[config.mk]
export PLATFORM = sky130hd
export DESIGN_NAME = ppa_fifo
export DESIGN_NICKNAME = d
export VERILOG_FILES = /design/src/design/ppa_fifo.sv
export SDC_FILE = /design/constraint.sdc
export NUM_CORES = 1
export LEC_CHECK = 0
export ABC_AREA = 1
export BUFFER_PORTS_ARGS = -buffer_cell sky130_fd_sc_hd__buf_2
export CAP_MARGIN = 10
export CORE_MARGIN = 5
export CORE_UTILIZATION = 50
export CTS_CLUSTER_DIAMETER = 200
export DETAILED_ROUTE_END_ITERATION = 10
export PLACE_DENSITY = 0.74
export SYNTH_ARGS = -nofsm -noshare
export SYNTH_HDL_FRONTEND = slang
export SYNTH_SLANG_ARGS = --single-unit
[constraint.sdc]
create_clock -name i_clk -period 1.7 [get_ports i_clk]
set_input_delay 0.17 -clock i_clk [delete_from_list [all_inputs] [get_ports i_clk]]
set_output_delay 0.17 -clock i_clk [all_outputs]
set_load 0.005 [all_outputs]
[src/design/ppa_fifo.sv]
// Small register queue used between the front part, the back part and the result port.
`timescale 1ns / 1ps
`default_nettype none
module ppa_fifo #(
    parameter int WIDTH = 8,
    parameter int DEPTH = 4
) (
    input  wire logic                         i_clk,
    input  wire logic                         i_rst_n,
    input  wire logic                         i_push,
    input  wire logic [WIDTH-1:0]             i_data,
    output logic                              o_full,
    input  wire logic                         i_pop,
    output logic [WIDTH-1:0]                  o_data,
    output logic                              o_empty,
    output logic [$clog2(DEPTH+1)-1:0]        o_count
);
    localparam int PW = (DEPTH > 1) ? $clog2(DEPTH) : 1;
    localparam int CW = $clog2(DEPTH + 1);

    logic [WIDTH-1:0] r_mem [DEPTH];
    logic [PW-1:0]    r_wr_ptr;
    logic [PW-1:0]    r_rd_ptr;
    logic [CW-1:0]    r_count;
    logic             w_do_push;
    logic             w_do_pop;

    assign o_full    = (r_count == CW'(DEPTH));
    assign o_empty   = (r_count == '0);
    assign o_count   = r_count;
    assign o_data    = r_mem[r_rd_ptr];
    assign w_do_push = i_push && !o_full;
    assign w_do_pop  = i_pop && !o_empty;

    // Pointers and fill level.
    always_ff @(posedge i_clk) begin
        if (!i_rst_n) begin
            r_wr_ptr <= '0;
            r_rd_ptr <= '0;
            r_count  <= '0;
        end else begin
            if (w_do_push) begin
                r_wr_ptr <= (r_wr_ptr == PW'(DEPTH - 1)) ? '0 : r_wr_ptr + 1'b1;
            end
            if (w_do_pop) begin
                r_rd_ptr <= (r_rd_ptr == PW'(DEPTH - 1)) ? '0 : r_rd_ptr + 1'b1;
            end
            if (w_do_push && !w_do_pop) begin
                r_count <= r_count + 1'b1;
            end else if (!w_do_push && w_do_pop) begin
                r_count <= r_count - 1'b1;
            end
        end
    end

    // Storage.
    always_ff @(posedge i_clk) begin
        if (w_do_push) begin
            r_mem[r_wr_ptr] <= i_data;
        end
    end
endmodule
`default_nettype wire

==> reports/qor.yml <==
outcome:
  outcome: "complete, no violations"
floorplanning:
  die-area_um2: 4650
  core_area_um2: 3310
  rows: 21
  dieWidth_um: 68.2
  initial_core_util_pct: 51.1
  boundaryPins: 25
  die_y_um: 68.2
yosys:
  ys_types: 18
  synth-seq-cells: 41
  synth-compound-area-share_pct: 9.53
  yosysWarnings: 0
  syn_area_um2: 1690
  syn_nets: 167
  synth_xor_area_share_pct: 0
  synthAdderAreaFrac_pct: 5.62
  synth_top_family_by_area: "simple AND/OR/NAND/NOR gates"
  synth.area.mux_share_pct: 0
  synth-simple-area-share_pct: 11.9
  yosysSeqAreaShare_pct: 67.4
  syn_inst: 148
  syn_avg_cell_area_um2: 11.4
global_route:
  grt_pass1_wl_um: 5150
  grt_pass1_vias: 1181
  grt-ovfl-total: 0
  track_usage_pct: 15.4
  grt_use_met1_pct: 17.7
  antenna_found_initial: 0
  grt_max_degree: 17
  grtUsageMet2_pct: 26.4
  gr-max-usage-layer: "met2"
  grtUsageMet3_pct: 4.93
clocking:
  cts_tree: "done"
  clkTransAtPathRegs_ns: 0.12
  cts_buffers: 5
  clk_path_buf_depth: 2
  htreeDepth: 2
  cts_root_buffer: "clkbuf_4"
  clock_sinks: 41
  post_cts_buffers: 0
  clkLatencyLatePin_ns: 0.34
power_and_ir_drop:
  p_clk_share_pct: 15.3
  power.density_nw_per_um2: 1470
  intPower_mw: 1.92
  switching_power_mw: 1.06
  power.share.switching_pct: 35.6
  power_leakage_nw: 0.830
  p_seq_share_pct: 45.8
  peakVddDrop_mv: 0.718
  comb_power_share_pct: 38.9
timing:
  clock-skew-final_ns: 0.0121
  timing.slew.headroom_pct: 81.6
  max_freq_mhz: 611
  finalSetupViolations: 0
  hold_viol: 0
  slew_viol_final: 0
  tightest_slew_ns: 0.275
  post-route-period-util_pct: 96.3
  period_needed_ns: 1.64
  holdWs_ns: 0.0264
  fin_tns_setup_ns: 0
  fin_ws_ns: 0.0625
setup_path:
  arrival_ns: 1.87
  critPathCaptureType: "flip-flop"
  path_class: "reg2reg"
  slowest_stage: "fa_2"
  crit_fanout: 2
  slowest_delay_ns: 0.43
  start_kind: "flip-flop"
  required_ns: 1.94
  crit_chain: "nor2_4, nand2_2, nand2_2, inv_2, ha_4, inv_2, fa_2, o21ai_2, nor2_1"
route:
  wl_per_cell_um: 13.3
  firstDrtPassIters: 4
  drc: 0
  vias_per_cell: 4.93
  vias: 1153
  drtIter0Drc: 68
  wirelength_um: 3120
  ant_nets: 0
finish:
  drive_gt1_share_pct: 32.4
  fin_cells: 234
  final_area_um2: 2030
  most-common-layout-cells: "nor2_1, edfxtp_1, buf_2, inv_1, o21ai_0"
  diodes: 0
  fillers: 265
  finalNetCount: 206
  synthToLayoutAreaGrowth_pct: 19.7
placed_design:
  dp_worst_setup_slack_ns: 0.0285
  routabilityCongestion: 0.758
  post-dp-hpwl_um: 2060
  port_buffers: 24
  place_inst: 226
  placed_area_um2: 1920
run:
  max_cap_viol_count: 0
hold_path:
  hold_path.class: "in2reg"
==> timing repair <==
action                                  4_1_cts  5_1_grt
pin swaps                                     0        3
cloned                                        0        0
endpoints found under the setup margin        2        4
hold buffers                                  0        0
hold endpoints to repair                      0        0
resized for setup                             1       15
==> stage by stage <==
step	total power, mW	utilization [%]
4_1_cts	2.85	59.8
5_1_grt	3.22	61.2
6_report	2.98	61.2
3_5_place_dp	2.41	58.1
2_1_floorplan	1.98	-
3_3_place_gp	2.34	58.1
==> sequential cells by signal (all words and copies together) (netlist names), named ones only <==
signal    cells
r_rd_ptr      2
r_wr_ptr      2
r_mem        32
o_count       3
==> power groups by stage <==
stage               Combinational, mW  Clock, mW  Sequential [mW]
floorplan                       0.616          0             1.36
global placement                0.988          0             1.35
detailed placement               1.04          0             1.36
CTS                              1.05      0.464             1.34
global route                     1.33      0.505             1.38
finish                           1.16      0.457             1.36
==> critical path, delay by kind of cell, from the launching register on <==
family	cells	cell delay, ns
fa+ha+maj	2	0.59
flops	1	0.35
simple gates	4	0.34
compound gates	1	0.13
buf+inv	2	0.12
==> cell usage after synthesis <==
master,n,area share (%)
o21ai_1,1,0.30
nand2_1,14,3.1
nor2_1,33,7.3
nand2_2,1,0.37
fa_1,1,1.2
dfxtp_1,9,11
nand4_1,1,0.37
o21ai_2,3,1.6
edfxtp_1,32,57
inv_2,1,0.22
nand3b_1,1,0.44
inv_1,18,4.0
ha_1,6,4.4
nand3_1,1,0.30
a21oi_1,2,0.59
o21ai_0,14,4.1
buf_6,2,1.3
o22ai_1,8,3.0
==> cells by family after synthesis <==
family / after synthesis
compound gates: 28
fa+ha+maj: 7
buf+inv: 21
flops: 41
simple gates: 51
==> path summary, 6_finish.rpt <==
| kind | start | endpoint | slack (ns) | cells past startpoint |
|---|---|---|---|---|
| min reg2reg | r_rd_ptr[1]$_SDFFE_PN0P_ | flip-flop | 0.54 | 4 |
| max | o_count[1]$_SDFFE_PN0P_ | o_count[1]$_SDFFE_PN0P_ | 0.06 | 9 |
| min | i_data[2] | r_mem[0][2]$_DFFE_PP_ | 0.03 | 1 |
| max reg2reg | o_count[1]$_SDFFE_PN0P_ | o_count[1]$_SDFFE_PN0P_ | 0.06 | 9 |
==> routing by layer <==
metal,wire (um),vias up
met5,0,-
met3,143,10
met4,82,0
met1,1240,537
li1,-,580
met2,1650,26
==> layout make-up <==
class | instances | area, um2 | area share [%]
Clock buffer | 5 | 37.5 | 1.85
Clock inverter | 3 | 17.5 | 0.865
Timing Repair Buffer | 34 | 199 | 9.82
Inverter | 19 | 75.1 | 3.71
Sequential cell | 41 | 1140 | 56.5
Tap cell | 46 | 57.6 | 2.84
Multi-Input combinational cell | 86 | 494 | 24.4
(Power assumes the default switching activity.)
