$ cat src/design/ppa_pkg.sv
// Shared types, constants and table functions of the plane phasor accumulator.
`timescale 1ns / 1ps
`default_nettype none
package ppa_pkg;

    // Default sizes of the plane and of the phase table.
    localparam int MAX_CELLS_I_DEF   = 64;
    localparam int MAX_CELLS_J_DEF   = 64;
    localparam int PHASE_ENTRIES_DEF = 1024;

    // Queue depths between the parts.
    localparam int MID_DEPTH = 4;
    localparam int OUT_DEPTH = 8;

    // Configuration register indexes.
    localparam int CFG_IDX_W = 2;
    typedef enum logic [CFG_IDX_W-1:0] {
        REG_PHASE_STEP    = 2'd0,
        REG_INVERSE_STEPS = 2'd1
    } t_cfg_reg;

    localparam logic [31:0] PHASE_STEP_RST    = 32'h0000_0000;
    localparam logic [31:0] INVERSE_STEPS_RST = 32'hFFFF_FFFF;

    // Constants of the quarter-wave series: 2*pi in Q3.29 and the term divisors.
    localparam longint unsigned TWO_PI_Q29 = 64'd3373259426;
    localparam int SERIES_TERMS = 9;
    localparam longint unsigned SIN_DIV [SERIES_TERMS] =
        '{64'd6, 64'd20, 64'd42, 64'd72, 64'd110, 64'd156, 64'd210, 64'd272, 64'd342};
    localparam longint unsigned COS_DIV [SERIES_TERMS] =
        '{64'd2, 64'd12, 64'd30, 64'd56, 64'd90, 64'd132, 64'd182, 64'd240, 64'd306};

    // Input word.
    typedef struct packed {
        logic        [23:0] time_index;
        logic        [1:0]  component;
        logic        [6:0]  cell_i;
        logic        [6:0]  cell_j;
        logic signed [31:0] first_part;
        logic signed [31:0] second_part;
    } t_in_word;

    // Result word.
    typedef struct packed {
        logic        [1:0]  out_component;
        logic        [6:0]  out_cell_i;
        logic        [6:0]  out_cell_j;
        logic signed [31:0] sum_real;
        logic signed [31:0] sum_imag;
        logic               saturated;
    } t_out_word;

    // Configuration registers as seen by the datapath.
    typedef struct packed {
        logic [31:0] phase_step;
        logic [31:0] inverse_steps;
    } t_cfg;

    // Identity of an item as it moves through the back pipeline.
    typedef struct packed {
        logic [1:0] component;
        logic [6:0] cell_i;
        logic [6:0] cell_j;
        logic       in_range;
    } t_tag;

    // Classified word handed from the front part to the back part.
    typedef struct packed {
        t_tag        tag;
        logic        neg;
        logic [32:0] mag;
        logic [31:0] phase;
    } t_work;

    // Round a Q2.30 value half up to Q1.15 and clip it to [0, 32767].
    function automatic logic [15:0] to_q15(longint v);
        longint unsigned r;
        if (v < 0) begin
            r = 64'd0;
        end else begin
            r = (64'(v) + 64'd16384) >> 15;
        end
        if (r > 64'd32767) begin
            r = 64'd32767;
        end
        return r[15:0];
    endfunction

    // Cosine and sine of a first-quadrant angle, returned as {cos, sin}.
    function automatic logic [31:0] quarter_trig(logic [29:0] r);
        longint unsigned x;
        longint unsigned x2;
        longint unsigned st;
        longint unsigned ct;
        longint          ssum;
        longint          csum;
        x  = (64'(r) * TWO_PI_Q29 + (64'd1 << 30)) >> 31;
        x2 = (x * x + (64'd1 << 29)) >> 30;
        st = x;
        ct = 64'd1 << 30;
        ssum = longint'(x);
        csum = longint'(64'd1 << 30);
        for (int n = 0; n < SERIES_TERMS; n++) begin
            st = ((st * x2) >> 30) / SIN_DIV[n];
            ct = ((ct * x2) >> 30) / COS_DIV[n];
            // Terms at even n subtract, terms at odd n add.
            if ((n & 1) == 0) begin
                ssum = ssum - longint'(st);
                csum = csum - longint'(ct);
            end else begin
                ssum = ssum + longint'(st);
                csum = csum + longint'(ct);
            end
        end
        return {to_q15(csum), to_q15(ssum)};
    endfunction

    // Table entry for a phase given as a 32-bit turn fraction.
    function automatic logic [31:0] trig_entry(longint unsigned t);
        logic [31:0] cs;
        logic [15:0] c;
        logic [15:0] s;
        logic [31:0] res;
        cs = quarter_trig(t[29:0]);
        c  = cs[31:16];
        s  = cs[15:0];
        case (t[31:30])
            2'd0:    res = {c, s};
            2'd1:    res = {16'(-s), c};
            2'd2:    res = {16'(-c), 16'(-s)};
            default: res = {s, 16'(-c)};
        endcase
        return res;
    endfunction

endpackage
`default_nettype wire

$ cat src/design/ppa_front.sv
// Front part: classifies an input word and forms its phase and sample magnitude.
`timescale 1ns / 1ps
`default_nettype none
module ppa_front #(
    parameter int MAX_CELLS_I = ppa_pkg::MAX_CELLS_I_DEF,
    parameter int MAX_CELLS_J = ppa_pkg::MAX_CELLS_J_DEF
) (
    input  wire ppa_pkg::t_in_word i_word,
    input  wire logic [31:0]       i_phase_step,
    output ppa_pkg::t_work         o_work
);
    logic signed [32:0] w_sum;
    logic [63:0]        w_phase_prod;

    // Exact sum of the two split-field parts, then sign and magnitude.
    assign w_sum = 33'(i_word.first_part) + 33'(i_word.second_part);

    // Phase is the low word of time index times phase step.
    assign w_phase_prod = 64'(i_word.time_index) * 64'(i_phase_step);

    always_comb begin
        o_work.tag.component = i_word.component;
        o_work.tag.cell_i    = i_word.cell_i;
        o_work.tag.cell_j    = i_word.cell_j;
        o_work.tag.in_range  = (32'(i_word.cell_i) <= 32'(MAX_CELLS_I)) &&
                               (32'(i_word.cell_j) <= 32'(MAX_CELLS_J));
        o_work.neg           = w_sum[32];
        o_work.mag           = w_sum[32] ? 33'(-w_sum) : 33'(w_sum);
        o_work.phase         = w_phase_prod[31:0];
    end
endmodule
`default_nettype wire

$ cat config.mk
export PLATFORM = sky130hd
export DESIGN_NAME = ppa_front
export DESIGN_NICKNAME = d
export VERILOG_FILES = /design/src/design/ppa_pkg.sv /design/src/design/ppa_front.sv
export SDC_FILE = /design/constraint.sdc
export NUM_CORES = 1
export LEC_CHECK = 0
export ABC_AREA = 1
export BUFFER_PORTS_ARGS = -buffer_cell sky130_fd_sc_hd__buf_2
export CAP_MARGIN = 20
export CORE_MARGIN = 4
export CORE_UTILIZATION = 55
export DETAILED_ROUTE_END_ITERATION = 8
export GPL_ROUTABILITY_DRIVEN = 0
export PLACE_DENSITY = 0.79
export SLEW_MARGIN = 40
export SYNTH_ARGS = -nofsm -noshare
export SYNTH_HDL_FRONTEND = slang
export SYNTH_SLANG_ARGS = --single-unit
$ cat constraint.sdc
create_clock -name vclk -period 10.3
set_input_delay 2.06 -clock vclk [all_inputs]
set_output_delay 2.06 -clock vclk [all_outputs]
set_load 0.02 [all_outputs]
==> results.toml, run 1 <==
[worst_setup_path]
crit_required_ns = 8.24
worst_setup_path_start_kind = "primary input"
cp_max_fo = 15
cp_data_arrival_time_ns = 8.11
end_kind = "output pin"
worstSetupPathType = "primary input to output pin"
crit_start = "i_word[82]"

[place]
io_buffer_count = 215
dpl.hpwl_mm = 47.1
dp_slack_ns = -0.195
place_area_mm2 = 0.0210
placedCellCount = 3433

[global_routing]
grt_max_degree = 30
grt_pass1_wl_mm = 89.3
grt_pass1_vias = 18500
grt_overflow = 0
antenna_found_initial = 0
track_usage = 0.286

[floorplanning]
boundaryPins = 219
start_util = 0.562
row_count = 67
dieArea_mm2 = 0.0376
die-height_um = 194
die_w_um = 194
fp.coreArea_mm2 = 0.0338

[layout]
final_area_mm2 = 0.0215
seq_cells = 0
final_layout_size_suffix_gt1_frac = 0.143
clkbuf_count = 0
area_growth_syn_to_layout_pct = 13.0
fin_util = 0.635
regArea_um2 = 0
final_cells = 3435
fin_nets = 3639
diodes = 0

[timing]
finalSetupViolCount = 0
finalHoldViolations = 0
rsz0062_at_grt = "true"
slew_headroom = 0.585
max_freq_mhz = 98.4
slew_violations = 0
fin_crit_ns = 10.17
worstMarginPinSlew_ns = 0.623
setup_ws_ns = 0.133
min_period_over_period = 0.987

[yosys]
syn_avg_cell_area_um2 = 6.83
syn_nets = 3429
synth_cells = 2779
syn_area_mm2 = 0.0190
yosysWarningCount = 0
ys_types = 44
yosysSeqAreaShare = 0

[detailed_routing]
routed_via_density = 5.14
wirelength_mm = 54.3
via_count = 17600
drc = 0
wl_per_cell_um = 15.8
ant_nets = 0
drt_iter0_drc = 1479
drt_pre_antenna_iters = 7

[outcome]
outcome = "finished clean"

[flow_run]
cap_violations = 0

[worst_hold_path]
holdPathStages = 0
hold_path.class = "primary input to output pin"
holdPathEnd = "o_work[81]"
hp-start = "i_word[78]"
-- logic make-up after synthesis --
group           after synthesis  share of synthesized area
buf+inv                    1039                      0.210
fa+ha+maj                   514                      0.493
simple gates               1017                      0.219
xor+xnor                     97                     0.0451
compound gates              112                     0.0327
-- placed cells by master (no fill, tap or decap), types with 3 or more instances in the layout --
cell,n
clkbuf_4,11
fa_1,385
buf_12,7
nand3_2,6
a21oi_2,9
o21ai_0,25
buf_4,110
nor2_2,16
nand3_1,55
a31oi_1,4
inv_2,13
nand3b_1,6
nand2_2,24
ha_1,117
nand2_1,778
or2_2,3
nor3_2,6
nand3_4,4
ha_4,6
inv_1,915
nor2_1,71
xnor2_1,37
o21bai_1,4
xor2_1,59
o21ai_2,5
buf_2,172
buf_6,18
fa_2,5
nand4_1,27
a21oi_1,52
nor3_1,9
-- worst max path at each step --
stage / to / slack, ns / cells after the start
2_1_floorplan: o_work[29] / 0.31 / 24
3_3_place_gp: o_work[31] / -0.12 / 26
3_5_place_dp: o_work[31] / -0.20 / 26
4_1_cts: o_work[31] / 0.008 / 26
5_1_grt: o_work[29] / -0.10 / 28
6_report: o_work[31] / 0.13 / 25
-- timing repair --
item                                    4_1_cts  5_1_grt
buffers inserted                              0        2
endpoints found under the hold margin         0        0
pin swaps                                     0       36
hold buffers                                  0        0
endpoints found under the setup margin       10       12
resized for setup                            23      120
gates cloned                                  0        0
-- stage by stage --
stage	hold WS (ns)	setup TNS (ns)
2_1_floorplan	4.23	0
3_3_place_gp	4.12	-0.205
3_5_place_dp	4.12	-0.895
4_1_cts	4.12	0
5_1_grt	4.12	-0.137
6_report	4.12	0
-- Yosys cell counts (3+ instances only) --
| master | instances | share of area |
|---|---|---|
| a21oi_1 | 61 | 0.016 |
| a31oi_1 | 4 | 0.0013 |
| buf_1 | 6 | 0.0012 |
| buf_2 | 7 | 0.0018 |
| buf_4 | 17 | 0.0067 |
| clkbuf_1 | 79 | 0.016 |
| fa_1 | 390 | 0.41 |
| ha_1 | 124 | 0.082 |
| inv_1 | 919 | 0.18 |
| inv_2 | 9 | 0.0018 |
| nand2_1 | 789 | 0.16 |
| nand2_2 | 14 | 0.0046 |
| nand3_1 | 60 | 0.016 |
| nand3_2 | 5 | 0.0026 |
| nand3b_1 | 6 | 0.0024 |
| nand4_1 | 27 | 0.0089 |
| nor2_1 | 72 | 0.014 |
| nor2_2 | 15 | 0.0049 |
| nor3_1 | 12 | 0.0032 |
| nor3_2 | 4 | 0.0021 |
| nor4_1 | 3 | 0.00099 |
| o21ai_0 | 28 | 0.0074 |
| o21bai_1 | 4 | 0.0016 |
| or2_2 | 3 | 0.00099 |
| xnor2_1 | 37 | 0.017 |
| xor2_1 | 59 | 0.027 |
-- cell type report --
cell class                 instances  area (um2)
fill                            2888       12300
inverter                         928        3480
multi-input combinational       1740       15300
tap                              448         561
timing repair buffer             319        2130
-- layer usage --
metal  track usage  part of all wire  wire, um
met1         0.367              0.38     20600
met2         0.486              0.48     25900
met3        0.0521             0.094      5120
met4         0.107             0.049      2660
met5             0                 0         0
-- critical path, stage by stage --
cell and delay, ns:
buf_4 0.22, buf_4 0.28, nand2_1 0.08, inv_1 0.08
fa_1 0.45, fa_1 0.54, fa_1 0.60, fa_1 0.45
fa_1 0.52, fa_1 0.53, inv_1 0.06, fa_1 0.51
inv_1 0.05, ha_1 0.29, inv_1 0.06, nor3_2 0.23
nand2_1 0.09, or2_2 0.33, nand3_4 0.12, or2_2 0.12
nand2_1 0.05, nand3b_1 0.15, nand2_1 0.06, inv_1 0.04
buf_4 0.14
Power of run 1 is not shown: default switching activity piles up to over one toggle a cycle in this logic, so the estimate is an artifact.
==> run 2, diff against run 1 <==
- REMOVE_ABC_BUFFERS: not set -> 1
==> results.toml, run 2 (synthesized netlist as in run 1, its figures left out) <==
[outcome]
outcome = "finished clean"

[timing]
fin_setup_tns_ns = 0
worstMarginPinSlew_ns = 0.588
rsz0062_at_grt = "true"
holdWs_ns = 4.12
max_freq_mhz = 97.4
slew_headroom = 0.606
fin_crit_ns = 10.26
slew_violations = 0
min_period_over_period = 0.997
finalSetupViolCount = 0
finalHoldViolations = 0

[layout]
fin_nets = 3640
clkbuf_count = 0
seq_cells = 0
final_layout_size_suffix_gt1_frac = 0.147
area_growth_syn_to_layout_pct = 13.9
regArea_um2 = 0
final_common_cell = "inv_1"
final_cells = 3438
layout_common_cells = "917 x inv_1, 777 x nand2_1, 383 x fa_1"

[global_routing]
grt_overflow = 0
antenna_found_initial = 7
track_usage = 0.280
grt_pass1_wl_mm = 88.3
gr-usage-met3 = 0.0476
grt_max_degree = 30
grt_pass1_vias = 18600
globalRouteMet1Util = 0.358
busiest_layer = "met2"
met2_usage = 0.492

[detailed_routing]
drt_iter0_drc = 1431
drc = 0
wl_per_cell_um = 15.9
ant_nets = 0
via_count = 17900
drt_pre_antenna_iters = 6
wirelength_mm = 54.8
routed_via_density = 5.20

[floorplanning]
fp.coreArea_mm2 = 0.0338
die_w_um = 194
dieArea_mm2 = 0.0376
die-height_um = 194
row_count = 67
boundaryPins = 219
start_util = 0.562

[worst_setup_path]
end_kind = "output pin"
path_buf_inv = 11
crit_required_ns = 8.24
crit_slowest_cell = "fa_2"
critPathTopFamily = "adder cells"
path_depth = 26
cp_max_fo = 12
worstSetupPathType = "primary input to output pin"
worst_setup_path_start_kind = "primary input"
cp_data_arrival_time_ns = 8.20
max_stage_delay_ns = 0.60

[worst_hold_path]
holdPathStages = 0
hp-start = "i_word[78]"
holdPathEnd = "o_work[81]"
hold_path.class = "primary input to output pin"

[clock_network]
hold_buffers = 0

[place]
placedCellCount = 3431
dpl.hpwl_mm = 46.4
io_buffer_count = 215

[flow_run]
cap_violations = 0
-- run 2: cell types whose count changed in the layout (fill, tap and decap cells not counted), moves of 3 or more --
cell | previous run | this run
buf_4 | 110 | 101
buf_12 | 7 | 14
buf_2 | 172 | 178
ha_4 | 6 | 12
ha_1 | 117 | 112
nand3_4 | 4 | 0
o21ai_0 | 25 | 21
o21ai_1 | 2 | 6
a21oi_4 | 0 | 3
nand3_2 | 6 | 9
-- run 2: repair_timing --
action | in CTS | in global routing
endpoints found under the setup margin | 4 | 11
pin swaps | 1 | 48
endpoints found under the hold margin | 0 | 0
buffers inserted | 0 | 5
gates cloned | 0 | 0
gates resized for setup | 14 | 135
-- run 2: how the worst max path moves through the flow --
stage                                start         end  slack (ns)
after global routing       i_phase_step[9]  o_work[26]       -0.18
final                     i_phase_step[16]  o_work[24]        0.04
after floorplan                 i_word[89]  o_work[29]        0.82
after CTS                       i_word[80]  o_work[30]       0.002
after global placement     i_phase_step[6]  o_work[31]       -0.10
after detailed placement        i_word[84]  o_work[31]       -0.15
-- run 2: layer usage --
metal / vias up / routed length (um) / share of wire
met3: 232 / 5620 / 0.10
met2: 970 / 26500 / 0.48
met1: 8520 / 20100 / 0.37
met5: - / 53 / 0.00097
li1: 8159 / - / -
met4: 8 / 2600 / 0.047
-- run 2: area by class of cell --
cell class | count | area, um2
multi-input combinational | 1740 | 15400
fill | 2801 | 12100
inverter | 928 | 3480
timing repair buffer | 320 | 2200
tap | 448 | 561
antenna | 2 | 5.00
-- run 2: through the flow --
| step | area, um2 | util | setup slack [ns] |
|---|---|---|---|
| final | 21600 | 0.640 | 0.0356 |
| after global routing | 21600 | 0.640 | -0.183 |
| after CTS | 21100 | 0.624 | 0.00156 |
| after detailed placement | 21100 | 0.623 | -0.153 |
| after global placement | 21100 | 0.623 | -0.101 |
| after floorplan | 18500 | - | 0.823 |
Power of run 2 is left out for the same reason.
